`src/wheel_pid_motor_drive_unit_assert.svh`:
```
// assertion helpers shared by the rtl of the drive unit
`ifndef WHEEL_PID_MOTOR_DRIVE_UNIT_ASSERT_SVH
`define WHEEL_PID_MOTOR_DRIVE_UNIT_ASSERT_SVH

// consequence checked in the same cycle as the trigger
`define WPMD_ASSERT_NOW(name, trig, prop, msg) \
  name: assert property (@(posedge clk) disable iff (!rst_n) (trig) |-> (prop)) \
    else $error(msg);

// consequence checked in the cycle after the trigger
`define WPMD_ASSERT_NEXT(name, trig, prop, msg) \
  name: assert property (@(posedge clk) disable iff (!rst_n) (trig) |=> (prop)) \
    else $error(msg);

`endif

```
`src/wpmd_pkg.sv`:
```
`default_nettype none

package wpmd_pkg;

  // controller size and field widths
  localparam int WHEEL_COUNT = 4;
  localparam int WHEEL_W     = 2;
  localparam int SPEED_W     = 16;
  localparam int DT_W        = 20;
  localparam int DUTY_W      = 12;
  localparam int DIR_W       = 2;
  localparam int GAIN_W      = 16;
  localparam int LIMIT_W     = 20;
  localparam int DEADBAND_W  = 15;
  localparam int FRAC_W      = 16;

  localparam logic [WHEEL_W:0] WHEEL_LIMIT = (WHEEL_W + 1)'(WHEEL_COUNT);

  // internal datapath widths
  localparam int ERR_W   = 17;
  localparam int INTEG_W = 22;
  localparam int ACC_W   = 21;
  localparam int DIFF_W  = 18;

  // serial multiplier: two multiplier bits per cycle
  localparam int MUL_A_W   = 36;
  localparam int MUL_B_W   = 20;
  localparam int PROD_W    = MUL_A_W + MUL_B_W;
  localparam int MUL_STEPS = MUL_B_W / 2;
  localparam int MUL_CNT_W = $clog2(MUL_STEPS + 1);

  // serial divider: two quotient bits per cycle
  localparam int DIV_RADIX = 2;
  localparam int DIV_N_W   = PROD_W;
  localparam int DIV_D_W   = DT_W;
  localparam int DIV_STEPS = DIV_N_W / DIV_RADIX;
  localparam int DIV_CNT_W = $clog2(DIV_STEPS + 1);

  localparam int SUM_W = PROD_W + 1;

  localparam logic [DT_W-1:0] US_PER_SEC = 20'd1000000;

  // register file
  localparam int APB_ADDR_W = 5;
  localparam int APB_DATA_W = 32;

  localparam logic [GAIN_W-1:0]     PROP_GAIN_RST      = 16'd0;
  localparam logic [GAIN_W-1:0]     INTEG_GAIN_RST     = 16'd0;
  localparam logic [GAIN_W-1:0]     DERIV_GAIN_RST     = 16'd0;
  localparam logic [LIMIT_W-1:0]    INTEGRAL_LIMIT_RST = 20'd76800;
  localparam logic [DEADBAND_W-1:0] DEADBAND_RST       = 15'd13;
  localparam logic [DUTY_W-1:0]     PWM_LIMIT_RST      = 12'd1600;

  typedef enum logic [2:0] {
    REG_PROP_GAIN      = 3'd0,
    REG_INTEG_GAIN     = 3'd1,
    REG_DERIV_GAIN     = 3'd2,
    REG_INTEGRAL_LIMIT = 3'd3,
    REG_DEADBAND       = 3'd4,
    REG_PWM_LIMIT      = 3'd5
  } reg_idx_t;

  typedef enum logic [DIR_W-1:0] {
    DIR_OFF = 2'd0,
    DIR_FWD = 2'd1,
    DIR_REV = 2'd2
  } dir_t;

  typedef enum logic [3:0] {
    ST_IDLE,
    ST_ERR,
    ST_CLAMP,
    ST_MUL1_GO,
    ST_MUL1,
    ST_MUL2_GO,
    ST_MUL2,
    ST_DIV_GO,
    ST_DIV,
    ST_SGN,
    ST_SUM,
    ST_CLIP,
    ST_DONE
  } state_t;

endpackage

`default_nettype wire

```
`src/wheel_pid_motor_drive_unit.sv`:
```
// Per-wheel PID speed controller driving an H-bridge.
// Input channel (in_valid/in_ready): wheel, signed Q8.8 commanded and measured
// speed, microseconds since the wheel's last active step. One item is taken at
// a time; in_ready is high only while the controller is idle.
// Output channel (out_valid/out_ready): wheel_out, duty count, direction
// (0 off, 1 forward, 2 reverse). One result per item.
// An active item passes through the bit-serial datapath: two 20-bit shift-add
// multiplies at two bits a cycle followed by a 56-bit restoring divide at two
// bits a cycle. A stop command or an out-of-range wheel skips the datapath and
// gives its result directly.
// The output register holds a finished result while out_ready is low; the
// block finishes its current item and waits with that result until the
// register frees, then takes the next item.
// Reset (rst_n, synchronous, active low) loads the register defaults and
// clears every wheel's integral and stored error.
// Registers on the APB-style port at 4*index: prop_gain, integ_gain,
// deriv_gain, integral_limit, deadband, pwm_limit; write only while idle.
`default_nettype none
`include "wheel_pid_motor_drive_unit_assert.svh"

module wheel_pid_motor_drive_unit (
  input  logic                                clk,
  input  logic                                rst_n,
  input  logic                                in_valid,
  output logic                                in_ready,
  input  logic [wpmd_pkg::WHEEL_W-1:0]        in_wheel,
  input  logic signed [wpmd_pkg::SPEED_W-1:0] in_command_speed,
  input  logic signed [wpmd_pkg::SPEED_W-1:0] in_measured_speed,
  input  logic [wpmd_pkg::DT_W-1:0]           in_elapsed_us,
  output logic                                out_valid,
  input  logic                                out_ready,
  output logic [wpmd_pkg::WHEEL_W-1:0]        out_wheel_out,
  output logic [wpmd_pkg::DUTY_W-1:0]         out_duty,
  output logic [wpmd_pkg::DIR_W-1:0]          out_direction,
  input  logic                                psel,
  input  logic                                penable,
  input  logic                                pwrite,
  input  logic [wpmd_pkg::APB_ADDR_W-1:0]     paddr,
  input  logic [wpmd_pkg::APB_DATA_W-1:0]     pwdata,
  output logic [wpmd_pkg::APB_DATA_W-1:0]     prdata,
  output logic                                pready
);
  import wpmd_pkg::*;

  // configuration registers
  logic [GAIN_W-1:0]     prop_gain_r;
  logic [GAIN_W-1:0]     integ_gain_r;
  logic [GAIN_W-1:0]     deriv_gain_r;
  logic [LIMIT_W-1:0]    integral_limit_r;
  logic [DEADBAND_W-1:0] deadband_r;
  logic [DUTY_W-1:0]     pwm_limit_r;
  reg_idx_t              reg_idx;
  logic                  cfg_wr;

  // controller state
  state_t state_r;
  state_t state_nxt;

  // item registers
  logic [WHEEL_W-1:0]        wheel_r;
  logic signed [SPEED_W-1:0] cmd_r;
  logic signed [SPEED_W-1:0] meas_r;
  logic [DT_W-1:0]           dt_r;

  // per-wheel state
  logic signed [ERR_W-1:0]   prev_err_r [WHEEL_COUNT];
  logic signed [INTEG_W-1:0] integ_r    [WHEEL_COUNT];

  // error stage
  logic [SPEED_W:0]        cmd_mag;
  logic                    stop_cmd;
  logic                    in_range;
  logic signed [ERR_W-1:0] err_val;
  logic signed [ERR_W-1:0] e_r;

  // clamp stage
  logic signed [INTEG_W:0]   acc_sum;
  logic signed [INTEG_W:0]   lim_pos;
  logic signed [INTEG_W:0]   lim_neg;
  logic signed [INTEG_W:0]   acc_clamped;
  logic signed [DIFF_W-1:0]  diff_val;
  logic signed [ACC_W-1:0]   acc_r;
  logic signed [DIFF_W-1:0]  diff_r;

  // magnitudes fed to the multipliers
  logic [ERR_W-1:0]  abs_e;
  logic [ACC_W-1:0]  abs_acc;
  logic [DIFF_W-1:0] abs_diff;

  // serial units
  logic                mul1_start;
  logic                mul2_start;
  logic                div_start;
  logic                mul_ab_start;
  logic [MUL_A_W-1:0]  mul_p_a;
  logic [MUL_B_W-1:0]  mul_p_b;
  logic [MUL_A_W-1:0]  mul_i_a;
  logic [MUL_B_W-1:0]  mul_i_b;
  logic [MUL_A_W-1:0]  mul_d_a;
  logic [MUL_B_W-1:0]  mul_d_b;
  logic [PROD_W-1:0]   prod_p;
  logic [PROD_W-1:0]   prod_i;
  logic [PROD_W-1:0]   prod_d;
  logic                busy_p;
  logic                busy_i;
  logic                busy_d;
  logic [DIV_N_W-1:0]  quo_i;
  logic [DIV_N_W-1:0]  quo_d;
  logic                dbusy_i;
  logic                dbusy_d;

  // sum and clip
  logic signed [SUM_W-1:0] p_s_r;
  logic signed [SUM_W-1:0] i_s_r;
  logic signed [SUM_W-1:0] d_s_r;
  logic signed [SUM_W-1:0] s1_r;
  logic signed [SUM_W-1:0] total;
  logic signed [SUM_W-1:0] top;
  logic [DUTY_W-1:0]       clip_duty;

  // result and output register
  logic [DUTY_W-1:0]  res_duty_r;
  dir_t               res_dir_r;
  logic               out_load;
  logic               out_valid_r;
  logic [WHEEL_W-1:0] out_wheel_r;
  logic [DUTY_W-1:0]  out_duty_r;
  dir_t               out_dir_r;

  // register port
  assign pready  = 1'b1;
  assign cfg_wr  = psel && penable && pwrite;
  assign reg_idx = reg_idx_t'(paddr[APB_ADDR_W-1:2]);

  always_ff @(posedge clk) begin
    if (!rst_n) begin
      prop_gain_r      <= PROP_GAIN_RST;
      integ_gain_r     <= INTEG_GAIN_RST;
      deriv_gain_r     <= DERIV_GAIN_RST;
      integral_limit_r <= INTEGRAL_LIMIT_RST;
      deadband_r       <= DEADBAND_RST;
      pwm_limit_r      <= PWM_LIMIT_RST;
    end else if (cfg_wr) begin
      case (reg_idx)
        REG_PROP_GAIN:      prop_gain_r      <= pwdata[GAIN_W-1:0];
        REG_INTEG_GAIN:     integ_gain_r     <= pwdata[GAIN_W-1:0];
        REG_DERIV_GAIN:     deriv_gain_r     <= pwdata[GAIN_W-1:0];
        REG_INTEGRAL_LIMIT: integral_limit_r <= pwdata[LIMIT_W-1:0];
        REG_DEADBAND:       deadband_r       <= pwdata[DEADBAND_W-1:0];
        REG_PWM_LIMIT:      pwm_limit_r      <= pwdata[DUTY_W-1:0];
        default: ;
      endcase
    end
  end

  // register readback
  always_comb begin
    case (reg_idx)
      REG_PROP_GAIN:      prdata = {(APB_DATA_W - GAIN_W)'(0), prop_gain_r};
      REG_INTEG_GAIN:     prdata = {(APB_DATA_W - GAIN_W)'(0), integ_gain_r};
      REG_DERIV_GAIN:     prdata = {(APB_DATA_W - GAIN_W)'(0), deriv_gain_r};
      REG_INTEGRAL_LIMIT: prdata = {(APB_DATA_W - LIMIT_W)'(0), integral_limit_r};
      REG_DEADBAND:       prdata = {(APB_DATA_W - DEADBAND_W)'(0), deadband_r};
      REG_PWM_LIMIT:      prdata = {(APB_DATA_W - DUTY_W)'(0), pwm_limit_r};
      default:            prdata = '0;
    endcase
  end

  // next state
  always_comb begin
    state_nxt = state_r;
    case (state_r)
      ST_IDLE:    if (in_valid) state_nxt = ST_ERR;
      ST_ERR:     state_nxt = (!in_range || stop_cmd) ? ST_DONE : ST_CLAMP;
      ST_CLAMP:   state_nxt = ST_MUL1_GO;
      ST_MUL1_GO: state_nxt = ST_MUL1;
      ST_MUL1:    if (!busy_p && !busy_i && !busy_d) state_nxt = ST_MUL2_GO;
      ST_MUL2_GO: state_nxt = ST_MUL2;
      ST_MUL2:    if (!busy_i && !busy_d) state_nxt = ST_DIV_GO;
      ST_DIV_GO:  state_nxt = ST_DIV;
      ST_DIV:     if (!dbusy_i && !dbusy_d) state_nxt = ST_SGN;
      ST_SGN:     state_nxt = ST_SUM;
      ST_SUM:     state_nxt = ST_CLIP;
      ST_CLIP:    state_nxt = ST_DONE;
      ST_DONE:    if (!out_valid_r || out_ready) state_nxt = ST_IDLE;
      default:    state_nxt = ST_IDLE;
    endcase
  end

  // state outputs
  always_comb begin
    in_ready   = 1'b0;
    mul1_start = 1'b0;
    mul2_start = 1'b0;
    div_start  = 1'b0;
    out_load   = 1'b0;
    case (state_r)
      ST_IDLE:    in_ready   = 1'b1;
      ST_MUL1_GO: mul1_start = 1'b1;
      ST_MUL2_GO: mul2_start = 1'b1;
      ST_DIV_GO:  div_start  = 1'b1;
      ST_DONE:    out_load   = !out_valid_r || out_ready;
      default: ;
    endcase
  end

  always_ff @(posedge clk) begin
    if (!rst_n) begin
      state_r <= ST_IDLE;
    end else begin
      state_r <= state_nxt;
    end
  end

  // capture the item
  always_ff @(posedge clk) begin
    if (in_valid && in_ready) begin
      wheel_r <= in_wheel;
      cmd_r   <= in_command_speed;
      meas_r  <= in_measured_speed;
      dt_r    <= in_elapsed_us;
    end
  end

  // command magnitude, deadband test and speed error
  always_comb begin
    cmd_mag  = cmd_r[SPEED_W-1] ? ((SPEED_W + 1)'(0) - {cmd_r[SPEED_W-1], cmd_r})
                                : {1'b0, cmd_r};
    stop_cmd = (cmd_mag <= {2'b00, deadband_r});
    in_range = ({1'b0, wheel_r} < WHEEL_LIMIT);
    err_val  = cmd_r[SPEED_W-1] ? ({meas_r[SPEED_W-1], meas_r} - {cmd_r[SPEED_W-1], cmd_r})
                                : ({cmd_r[SPEED_W-1], cmd_r} - {meas_r[SPEED_W-1], meas_r});
  end

  // integral update with symmetric clamp, error change
  always_comb begin
    acc_sum  = {integ_r[wheel_r][INTEG_W-1], integ_r[wheel_r]}
             + {{(INTEG_W + 1 - ERR_W){e_r[ERR_W-1]}}, e_r};
    lim_pos  = {(INTEG_W + 1 - LIMIT_W)'(0), integral_limit_r};
    lim_neg  = (INTEG_W + 1)'(0) - lim_pos;
    if (acc_sum > lim_pos) begin
      acc_clamped = lim_pos;
    end else if (acc_sum < lim_neg) begin
      acc_clamped = lim_neg;
    end else begin
      acc_clamped = acc_sum;
    end
    diff_val = {e_r[ERR_W-1], e_r}
             - {prev_err_r[wheel_r][ERR_W-1], prev_err_r[wheel_r]};
  end

  always_ff @(posedge clk) begin
    if (state_r == ST_ERR) begin
      e_r <= err_val;
    end
    if (state_r == ST_CLAMP) begin
      acc_r  <= acc_clamped[ACC_W-1:0];
      diff_r <= diff_val;
    end
  end

  // per-wheel integral and stored error
  always_ff @(posedge clk) begin
    if (!rst_n) begin
      for (int i = 0; i < WHEEL_COUNT; i++) begin
        prev_err_r[i] <= '0;
        integ_r[i]    <= '0;
      end
    end else if (state_r == ST_ERR && in_range && stop_cmd) begin
      integ_r[wheel_r] <= '0;
    end else if (state_r == ST_CLAMP) begin
      integ_r[wheel_r]    <= acc_clamped[INTEG_W-1:0];
      prev_err_r[wheel_r] <= e_r;
    end
  end

  // operand magnitudes, signs stay in e_r, acc_r and diff_r
  assign abs_e    = e_r[ERR_W-1]    ? ERR_W'(0) - e_r      : e_r;
  assign abs_acc  = acc_r[ACC_W-1]  ? ACC_W'(0) - acc_r    : acc_r;
  assign abs_diff = diff_r[DIFF_W-1] ? DIFF_W'(0) - diff_r : diff_r;

  // first pass multiplies by the gains, second pass by time scale
  assign mul_ab_start = mul1_start || mul2_start;
  assign mul_p_a = {(MUL_A_W - ERR_W)'(0), abs_e};
  assign mul_p_b = {(MUL_B_W - GAIN_W)'(0), prop_gain_r};
  assign mul_i_a = mul2_start ? prod_i[MUL_A_W-1:0] : {(MUL_A_W - ACC_W)'(0), abs_acc};
  assign mul_i_b = mul2_start ? dt_r : {(MUL_B_W - GAIN_W)'(0), integ_gain_r};
  assign mul_d_a = mul2_start ? prod_d[MUL_A_W-1:0] : {(MUL_A_W - DIFF_W)'(0), abs_diff};
  assign mul_d_b = mul2_start ? US_PER_SEC : {(MUL_B_W - GAIN_W)'(0), deriv_gain_r};

  wpmd_ser_mul u_mul_p (
    .clk     (clk),
    .rst_n   (rst_n),
    .start   (mul1_start),
    .mul_a   (mul_p_a),
    .mul_b   (mul_p_b),
    .busy    (busy_p),
    .product (prod_p)
  );

  wpmd_ser_mul u_mul_i (
    .clk     (clk),
    .rst_n   (rst_n),
    .start   (mul_ab_start),
    .mul_a   (mul_i_a),
    .mul_b   (mul_i_b),
    .busy    (busy_i),
    .product (prod_i)
  );

  wpmd_ser_mul u_mul_d (
    .clk     (clk),
    .rst_n   (rst_n),
    .start   (mul_ab_start),
    .mul_a   (mul_d_a),
    .mul_b   (mul_d_b),
    .busy    (busy_d),
    .product (prod_d)
  );

  // integral term scaled down to seconds, derivative term scaled by time
  wpmd_ser_div u_div_i (
    .clk      (clk),
    .rst_n    (rst_n),
    .start    (div_start),
    .dividend (prod_i),
    .divisor  (US_PER_SEC),
    .busy     (dbusy_i),
    .quotient (quo_i)
  );

  wpmd_ser_div u_div_d (
    .clk      (clk),
    .rst_n    (rst_n),
    .start    (div_start),
    .dividend (prod_d),
    .divisor  (dt_r),
    .busy     (dbusy_d),
    .quotient (quo_d)
  );

  // clip the total to the duty range
  always_comb begin
    total = s1_r + d_s_r;
    top   = {(SUM_W - DUTY_W - FRAC_W)'(0), pwm_limit_r, FRAC_W'(0)};
    if (total[SUM_W-1]) begin
      clip_duty = '0;
    end else if (total > top) begin
      clip_duty = pwm_limit_r;
    end else begin
      clip_duty = total[FRAC_W+DUTY_W-1:FRAC_W];
    end
  end

  // signed terms, truncated toward zero, and their sum
  always_ff @(posedge clk) begin
    if (state_r == ST_SGN) begin
      p_s_r <= e_r[ERR_W-1] ? SUM_W'(0) - {1'b0, prod_p} : {1'b0, prod_p};
      i_s_r <= acc_r[ACC_W-1] ? SUM_W'(0) - {1'b0, quo_i} : {1'b0, quo_i};
      if (dt_r == '0) begin
        d_s_r <= '0;
      end else begin
        d_s_r <= diff_r[DIFF_W-1] ? SUM_W'(0) - {1'b0, quo_d} : {1'b0, quo_d};
      end
    end
    if (state_r == ST_SUM) begin
      s1_r <= p_s_r + i_s_r;
    end
  end

  // result before the output register
  always_ff @(posedge clk) begin
    if (state_r == ST_ERR) begin
      res_duty_r <= '0;
      res_dir_r  <= DIR_OFF;
    end else if (state_r == ST_CLIP) begin
      res_duty_r <= clip_duty;
      res_dir_r  <= cmd_r[SPEED_W-1] ? DIR_REV : DIR_FWD;
    end
  end

  // output register
  always_ff @(posedge clk) begin
    if (!rst_n) begin
      out_valid_r <= 1'b0;
    end else if (out_load) begin
      out_valid_r <= 1'b1;
    end else if (out_ready) begin
      out_valid_r <= 1'b0;
    end
  end

  always_ff @(posedge clk) begin
    if (out_load) begin
      out_wheel_r <= wheel_r;
      out_duty_r  <= res_duty_r;
      out_dir_r   <= res_dir_r;
    end
  end

  assign out_valid     = out_valid_r;
  assign out_wheel_out = out_wheel_r;
  assign out_duty      = out_duty_r;
  assign out_direction = out_dir_r;

  // checks
  `WPMD_ASSERT_NEXT(a_integ_clamped, state_r == ST_CLAMP, (acc_r <= $past(lim_pos)) && (acc_r >= $past(lim_neg)), "integral outside its limit")
  `WPMD_ASSERT_NEXT(a_duty_limit, state_r == ST_CLIP, res_duty_r <= $past(pwm_limit_r), "duty above pwm limit")
  `WPMD_ASSERT_NOW(a_off_no_duty, out_valid && (out_direction == DIR_OFF), out_duty == '0, "duty with bridge off")
  `WPMD_ASSERT_NOW(a_mul_lanes, state_r == ST_MUL1, (busy_i == busy_d) && (busy_i == busy_p), "multiplier lanes out of step")
  `WPMD_ASSERT_NEXT(a_result_held, (state_r == ST_DONE) && out_valid_r && !out_ready, (state_r == ST_DONE) && out_valid_r, "result dropped while output stalled")

endmodule

`default_nettype wire

```
`src/wpmd_ser_mul.sv`:
```
`default_nettype none

module wpmd_ser_mul (
  input  logic                          clk,
  input  logic                          rst_n,
  input  logic                          start,
  input  logic [wpmd_pkg::MUL_A_W-1:0]  mul_a,
  input  logic [wpmd_pkg::MUL_B_W-1:0]  mul_b,
  output logic                          busy,
  output logic [wpmd_pkg::PROD_W-1:0]   product
);
  import wpmd_pkg::*;

  logic [MUL_CNT_W-1:0] cnt_r;
  logic [MUL_A_W-1:0]   a_r;
  logic [MUL_A_W+1:0]   a3_r;
  logic [MUL_A_W-1:0]   hi_r;
  logic [MUL_B_W-1:0]   lo_r;
  logic [MUL_A_W+1:0]   pp;
  logic [MUL_A_W+1:0]   part_sum;

  assign busy    = (cnt_r != '0);
  assign product = {hi_r, lo_r};

  // partial product for the low two multiplier bits
  always_comb begin
    case (lo_r[1:0])
      2'd0:    pp = '0;
      2'd1:    pp = {2'b00, a_r};
      2'd2:    pp = {1'b0, a_r, 1'b0};
      default: pp = a3_r;
    endcase
    part_sum = {2'b00, hi_r} + pp;
  end

  // step counter
  always_ff @(posedge clk) begin
    if (!rst_n) begin
      cnt_r <= '0;
    end else if (start) begin
      cnt_r <= MUL_CNT_W'(MUL_STEPS);
    end else if (busy) begin
      cnt_r <= cnt_r - 1'b1;
    end
  end

  // shift-add datapath, low product bits shift in behind the multiplier
  always_ff @(posedge clk) begin
    if (start) begin
      a_r  <= mul_a;
      a3_r <= {2'b00, mul_a} + {1'b0, mul_a, 1'b0};
      hi_r <= '0;
      lo_r <= mul_b;
    end else if (busy) begin
      hi_r <= part_sum[MUL_A_W+1:2];
      lo_r <= {part_sum[1:0], lo_r[MUL_B_W-1:2]};
    end
  end

endmodule

`default_nettype wire

```
`src/wpmd_ser_div.sv`:
```
`default_nettype none

module wpmd_ser_div (
  input  logic                          clk,
  input  logic                          rst_n,
  input  logic                          start,
  input  logic [wpmd_pkg::DIV_N_W-1:0]  dividend,
  input  logic [wpmd_pkg::DIV_D_W-1:0]  divisor,
  output logic                          busy,
  output logic [wpmd_pkg::DIV_N_W-1:0]  quotient
);
  import wpmd_pkg::*;

  logic [DIV_CNT_W-1:0] cnt_r;
  logic [DIV_D_W-1:0]   div_d_r;
  logic [DIV_D_W-1:0]   rem_r;
  logic [DIV_N_W-1:0]   quo_r;
  logic [DIV_D_W-1:0]   rem_v;
  logic [DIV_N_W-1:0]   quo_v;
  logic [DIV_D_W:0]     trial;
  logic                 take;

  assign busy     = (cnt_r != '0);
  assign quotient = quo_r;

  // two restoring steps per cycle, dividend bits leave as quotient bits enter
  always_comb begin
    rem_v = rem_r;
    quo_v = quo_r;
    trial = '0;
    take  = 1'b0;
    for (int k = 0; k < DIV_RADIX; k++) begin
      trial = {rem_v, quo_v[DIV_N_W-1]};
      take  = (trial >= {1'b0, div_d_r});
      rem_v = take ? DIV_D_W'(trial - {1'b0, div_d_r}) : trial[DIV_D_W-1:0];
      quo_v = {quo_v[DIV_N_W-2:0], take};
    end
  end

  // step counter
  always_ff @(posedge clk) begin
    if (!rst_n) begin
      cnt_r <= '0;
    end else if (start) begin
      cnt_r <= DIV_CNT_W'(DIV_STEPS);
    end else if (busy) begin
      cnt_r <= cnt_r - 1'b1;
    end
  end

  // remainder and quotient shift register
  always_ff @(posedge clk) begin
    if (start) begin
      div_d_r <= divisor;
      rem_r   <= '0;
      quo_r   <= dividend;
    end else if (busy) begin
      rem_r <= rem_v;
      quo_r <= quo_v;
    end
  end

endmodule

`default_nettype wire

```
`config.mk`:
```
export PLATFORM = sky130hd
export DESIGN_NAME = wheel_pid_motor_drive_unit
export DESIGN_NICKNAME = d
export VERILOG_FILES = /design/src/wpmd_pkg.sv /design/src/wheel_pid_motor_drive_unit.sv /design/src/wpmd_ser_mul.sv /design/src/wpmd_ser_div.sv
export VERILOG_INCLUDE_DIRS = /design/src /design/src/src
export SDC_FILE = /design/constraint.sdc
export NUM_CORES = 2
export LEC_CHECK = 0
export BUFFER_PORTS_ARGS = -buffer_cell sky130_fd_sc_hd__buf_2
export CAP_MARGIN = 5
export CORE_ASPECT_RATIO = 1.1
export CORE_UTILIZATION = 30
export DETAILED_ROUTE_END_ITERATION = 12
export RECOVER_POWER = 25
export SKIP_LAST_GASP = 1
export SLEW_MARGIN = 40
export SYNTH_ARGS = -nofsm -noshare
export SYNTH_HDL_FRONTEND = slang
export SYNTH_HIERARCHICAL = 1
export SYNTH_SLANG_ARGS = --single-unit
```
`constraint.sdc`:
```
create_clock -name clk -period 15.6 [get_ports clk]
set_clock_uncertainty 0.1 [all_clocks]
set_input_delay 1.56 -clock clk [delete_from_list [all_inputs] [get_ports clk]]
set_output_delay 1.56 -clock clk [all_outputs]
set_load 0.05 [all_outputs]
```
==> impl_metrics.py <==
metrics = {
    "global_route": {
        "grt_pass1_vias": 60760,
        "grt_max_degree": 109,
        "grt_usage": 0.1719,
        "grt.overflow.total": 0,
        "antenna_found_initial": 9,
        "grt_pass1_wl_um": 364800,
    },
    "die": {
        "top_level_ports": 149,
        "initial_utilization": 0.3022,
        "die_y_um": 546.3,
        "num_rows": 199,
        "dieArea_mm2": 0.2714,
        "core_area_mm2": 0.2674,
        "die_w_um": 496.9,
    },
    "synth": {
        "netlist_instances": 8036,
        "synth-main-ff-cell": "edfxtp_1",
        "avgSynthCellArea_um2": 10.06,
        "async_reset_ff_frac": 0,
        "synth_area_mm2": 0.08081,
        "ys_types": 127,
        "synth.largest_area_cell": "edfxtp_1",
        "synth_area_leaders": "edfxtp_1 35%, ha_1 8.6%, dfxtp_1 7.1%",
        "yosysMostFrequentCell": "edfxtp_1",
        "synth_edf_count": 941,
        "synth_common_cells": "941 x edfxtp_1, 784 x nand2_1, 558 x ha_1, 536 x a21oi_1, 505 x nor2_1",
        "synth_warnings": 6,
        "synth_top_area_frac": 0.3497,
        "ys_seq_elements": 1227,
        "seq_area_frac_synth": 0.4205,
    },
    "clock_tree": {
        "post_cts_buffers": 0,
        "postCtsHoldBufs": 0,
        "clk_latency_ps": 830,
        "cts_resized": 0,
        "cts_buffers": 144,
        "root_buffer": "clkbuf_16",
        "clock_sinks": 1227,
        "clk_path_buf_depth": 4,
        "cts_tree": "yes",
        "htree_levels": 4,
        "clk_pin_slew_ps": 70,
    },
    "critical_path": {
        "max_stage_delay_ps": 3370,
        "slowest_stage": "clkbuf_1",
        "path_depth": 8,
        "path_common_cell": "nand2_1",
        "critPathCaptureType": "flip-flop",
        "cp.required_ps": 16130,
        "worst-r2r-cell-count": 8,
        "crit_family": "buffers and inverters",
        "cp_data_arrival_time_ps": 9570,
        "start_kind": "flip-flop",
        "crit_chain": "nand2_1, nor2_1, clkbuf_1, clkinv_1, nand2_1, a311oi_1, and4b_1, a311o_1",
        "crit_buf_inv": 2,
        "path_class": "reg -> reg",
        "crit_fanout": 83,
    },
    "sta": {
        "holdWs_ps": 329.0,
        "worst_pin_slew_ps": 4867,
        "rsz0062_at_grt": "no",
        "setup_viol": 0,
        "period_share": 0.5796,
        "max_clock_freq_mhz": 110.6,
        "slew_viol_final": 781,
        "tns_ps": 0,
        "min_period_ps": 9041,
        "hold_viol_final": 0,
        "max_slew_margin": -2.245,
    },
    "run_status": {
        "violations": "capacitance limit, slew limit",
        "status": "finished, violations left",
    },
    "power": {
        "p_leak_nw": 34.66,
        "powerDensity_mw_per_mm2": 244.6,
        "finalPower_mw": 22.12,
        "ir_worst_vdd_mv": 0.1879,
    },
    "detailed_routing": {
        "wire_per_inst_um": 20.63,
        "wirelength_um": 242700,
        "drt_iter0_markers": 5002,
        "ant_nets": 0,
        "drt_first_pass_iters": 6,
        "drt-vias-per-instance": 5.317,
        "route.detailed.drc": 0,
        "vias": 62530,
    },
    "finish": {
        "syn2layout_area_growth_pct": 11.91,
        "nets": 8802,
        "drive_above_1_share": 0.1115,
    },
    "placement": {
        "gp_routability_congestion": 0.9287,
        "dp_hpwl_um": 187100,
        "io_buffers": 121,
    },
    "worst_hold_path": {
        "holdPathStages": 0,
        "min_path_type": "reg -> reg",
    },
    "job": {
        "drv_cap": 16,
    },
}
[cell usage in the layout, fill, tap and decap left out, types with 100 or more instances in the layout]
cell and n:
mux2_2 329, inv_1 316, ha_1 558, clkbuf_16 147
a21boi_0 105, edfxtp_1 941, nand4_1 100, nand3_1 120
nor2b_1 101, xnor2_1 405, nand2_1 779, a22o_1 127
nor2_1 499, o21ai_0 363, a21o_1 246, dfxtp_1 284
nor3_1 124, xor2_1 214, buf_2 113, a21oi_1 536
[registers in the layout (all words and copies together), names as in the netlist, 37 cells and up, named ones only]
signal / count
u_mul_p/a3_r: 37
integ_r: 88
p_s_r: 57
u_div_i/quotient: 56
u_mul_i/a3_r: 37
u_mul_d/a3_r: 37
u_div_d/quotient: 56
prev_err_r: 68
s1_r: 57
d_s_r: 57
i_s_r: 57
[power breakdown]
| group | internal, mW | switching (mW) |
|---|---|---|
| Clock | 2.10 | 1.42 |
| Sequential | 5.04 | 0.905 |
| Combinational | 5.14 | 7.52 |
| Total | 12.3 | 9.84 |
[final cells by class]
cell class / instances / area, um^2
clock buffer: 168 / 3807
timing repair buffer: 205 / 1294
sequential: 1227 / 33990
clock inverter: 84 / 1011
tap: 3517 / 4400
fill: 27140 / 177000
antenna: 9 / 22.52
inverter: 329 / 1235
multi-input combinational: 6223 / 44680
[worst paths after layout]
check	startpoint	end	slack, ps
worst min-delay path	res_duty_r[1]	out_duty[1]	330
worst min register to register	res_duty_r[1]	out_duty[1]	330
worst max-delay path	state_r[1]	u_div_i/rem_r[18]	6560
worst max register to register	state_r[1]	u_div_i/rem_r[18]	6560
[metal layers]
| layer | wire length (um) | share of wire | up-vias | GRT usage |
|---|---|---|---|---|
| met4 | 10120 | 0.042 | 2 | 0.06971 |
| met1 | 104200 | 0.43 | 30370 | 0.2176 |
| met5 | 20 | 0.000082 | - | 0 |
| met2 | 115700 | 0.48 | 1731 | 0.2957 |
| li1 | - | - | 30020 | - |
| met3 | 12610 | 0.052 | 413 | 0.02026 |
[per-stage QoR]
step	setup WS (ps)	util	cells	cell area (um^2)
final	6559	0.3382	11760	90440
after global routing	5964	0.3382	11760	90430
after CTS	7822	0.3385	11750	90530
after floorplan	2230	-	8132	81170
after detailed placement	7842	0.3205	11500	85710
after global placement	7636	0.3198	11490	85510
[kinds of logic (layout without fill, tap and decap cells)]
family          count (synthesis)  in the layout  share of synthesized area
mux                           454            454                    0.06802
simple gates                 2288           2288                     0.1372
flops                        1227           1227                     0.4205
fa+ha+maj                     574            574                    0.09036
buf+inv                       682            786                    0.03346
xor+xnor                      620            620                    0.06720
other cells                     2            107                 0.00009293
compound gates               2189           2189                     0.1831
Note: power is estimated with default switching activity, not from simulation.
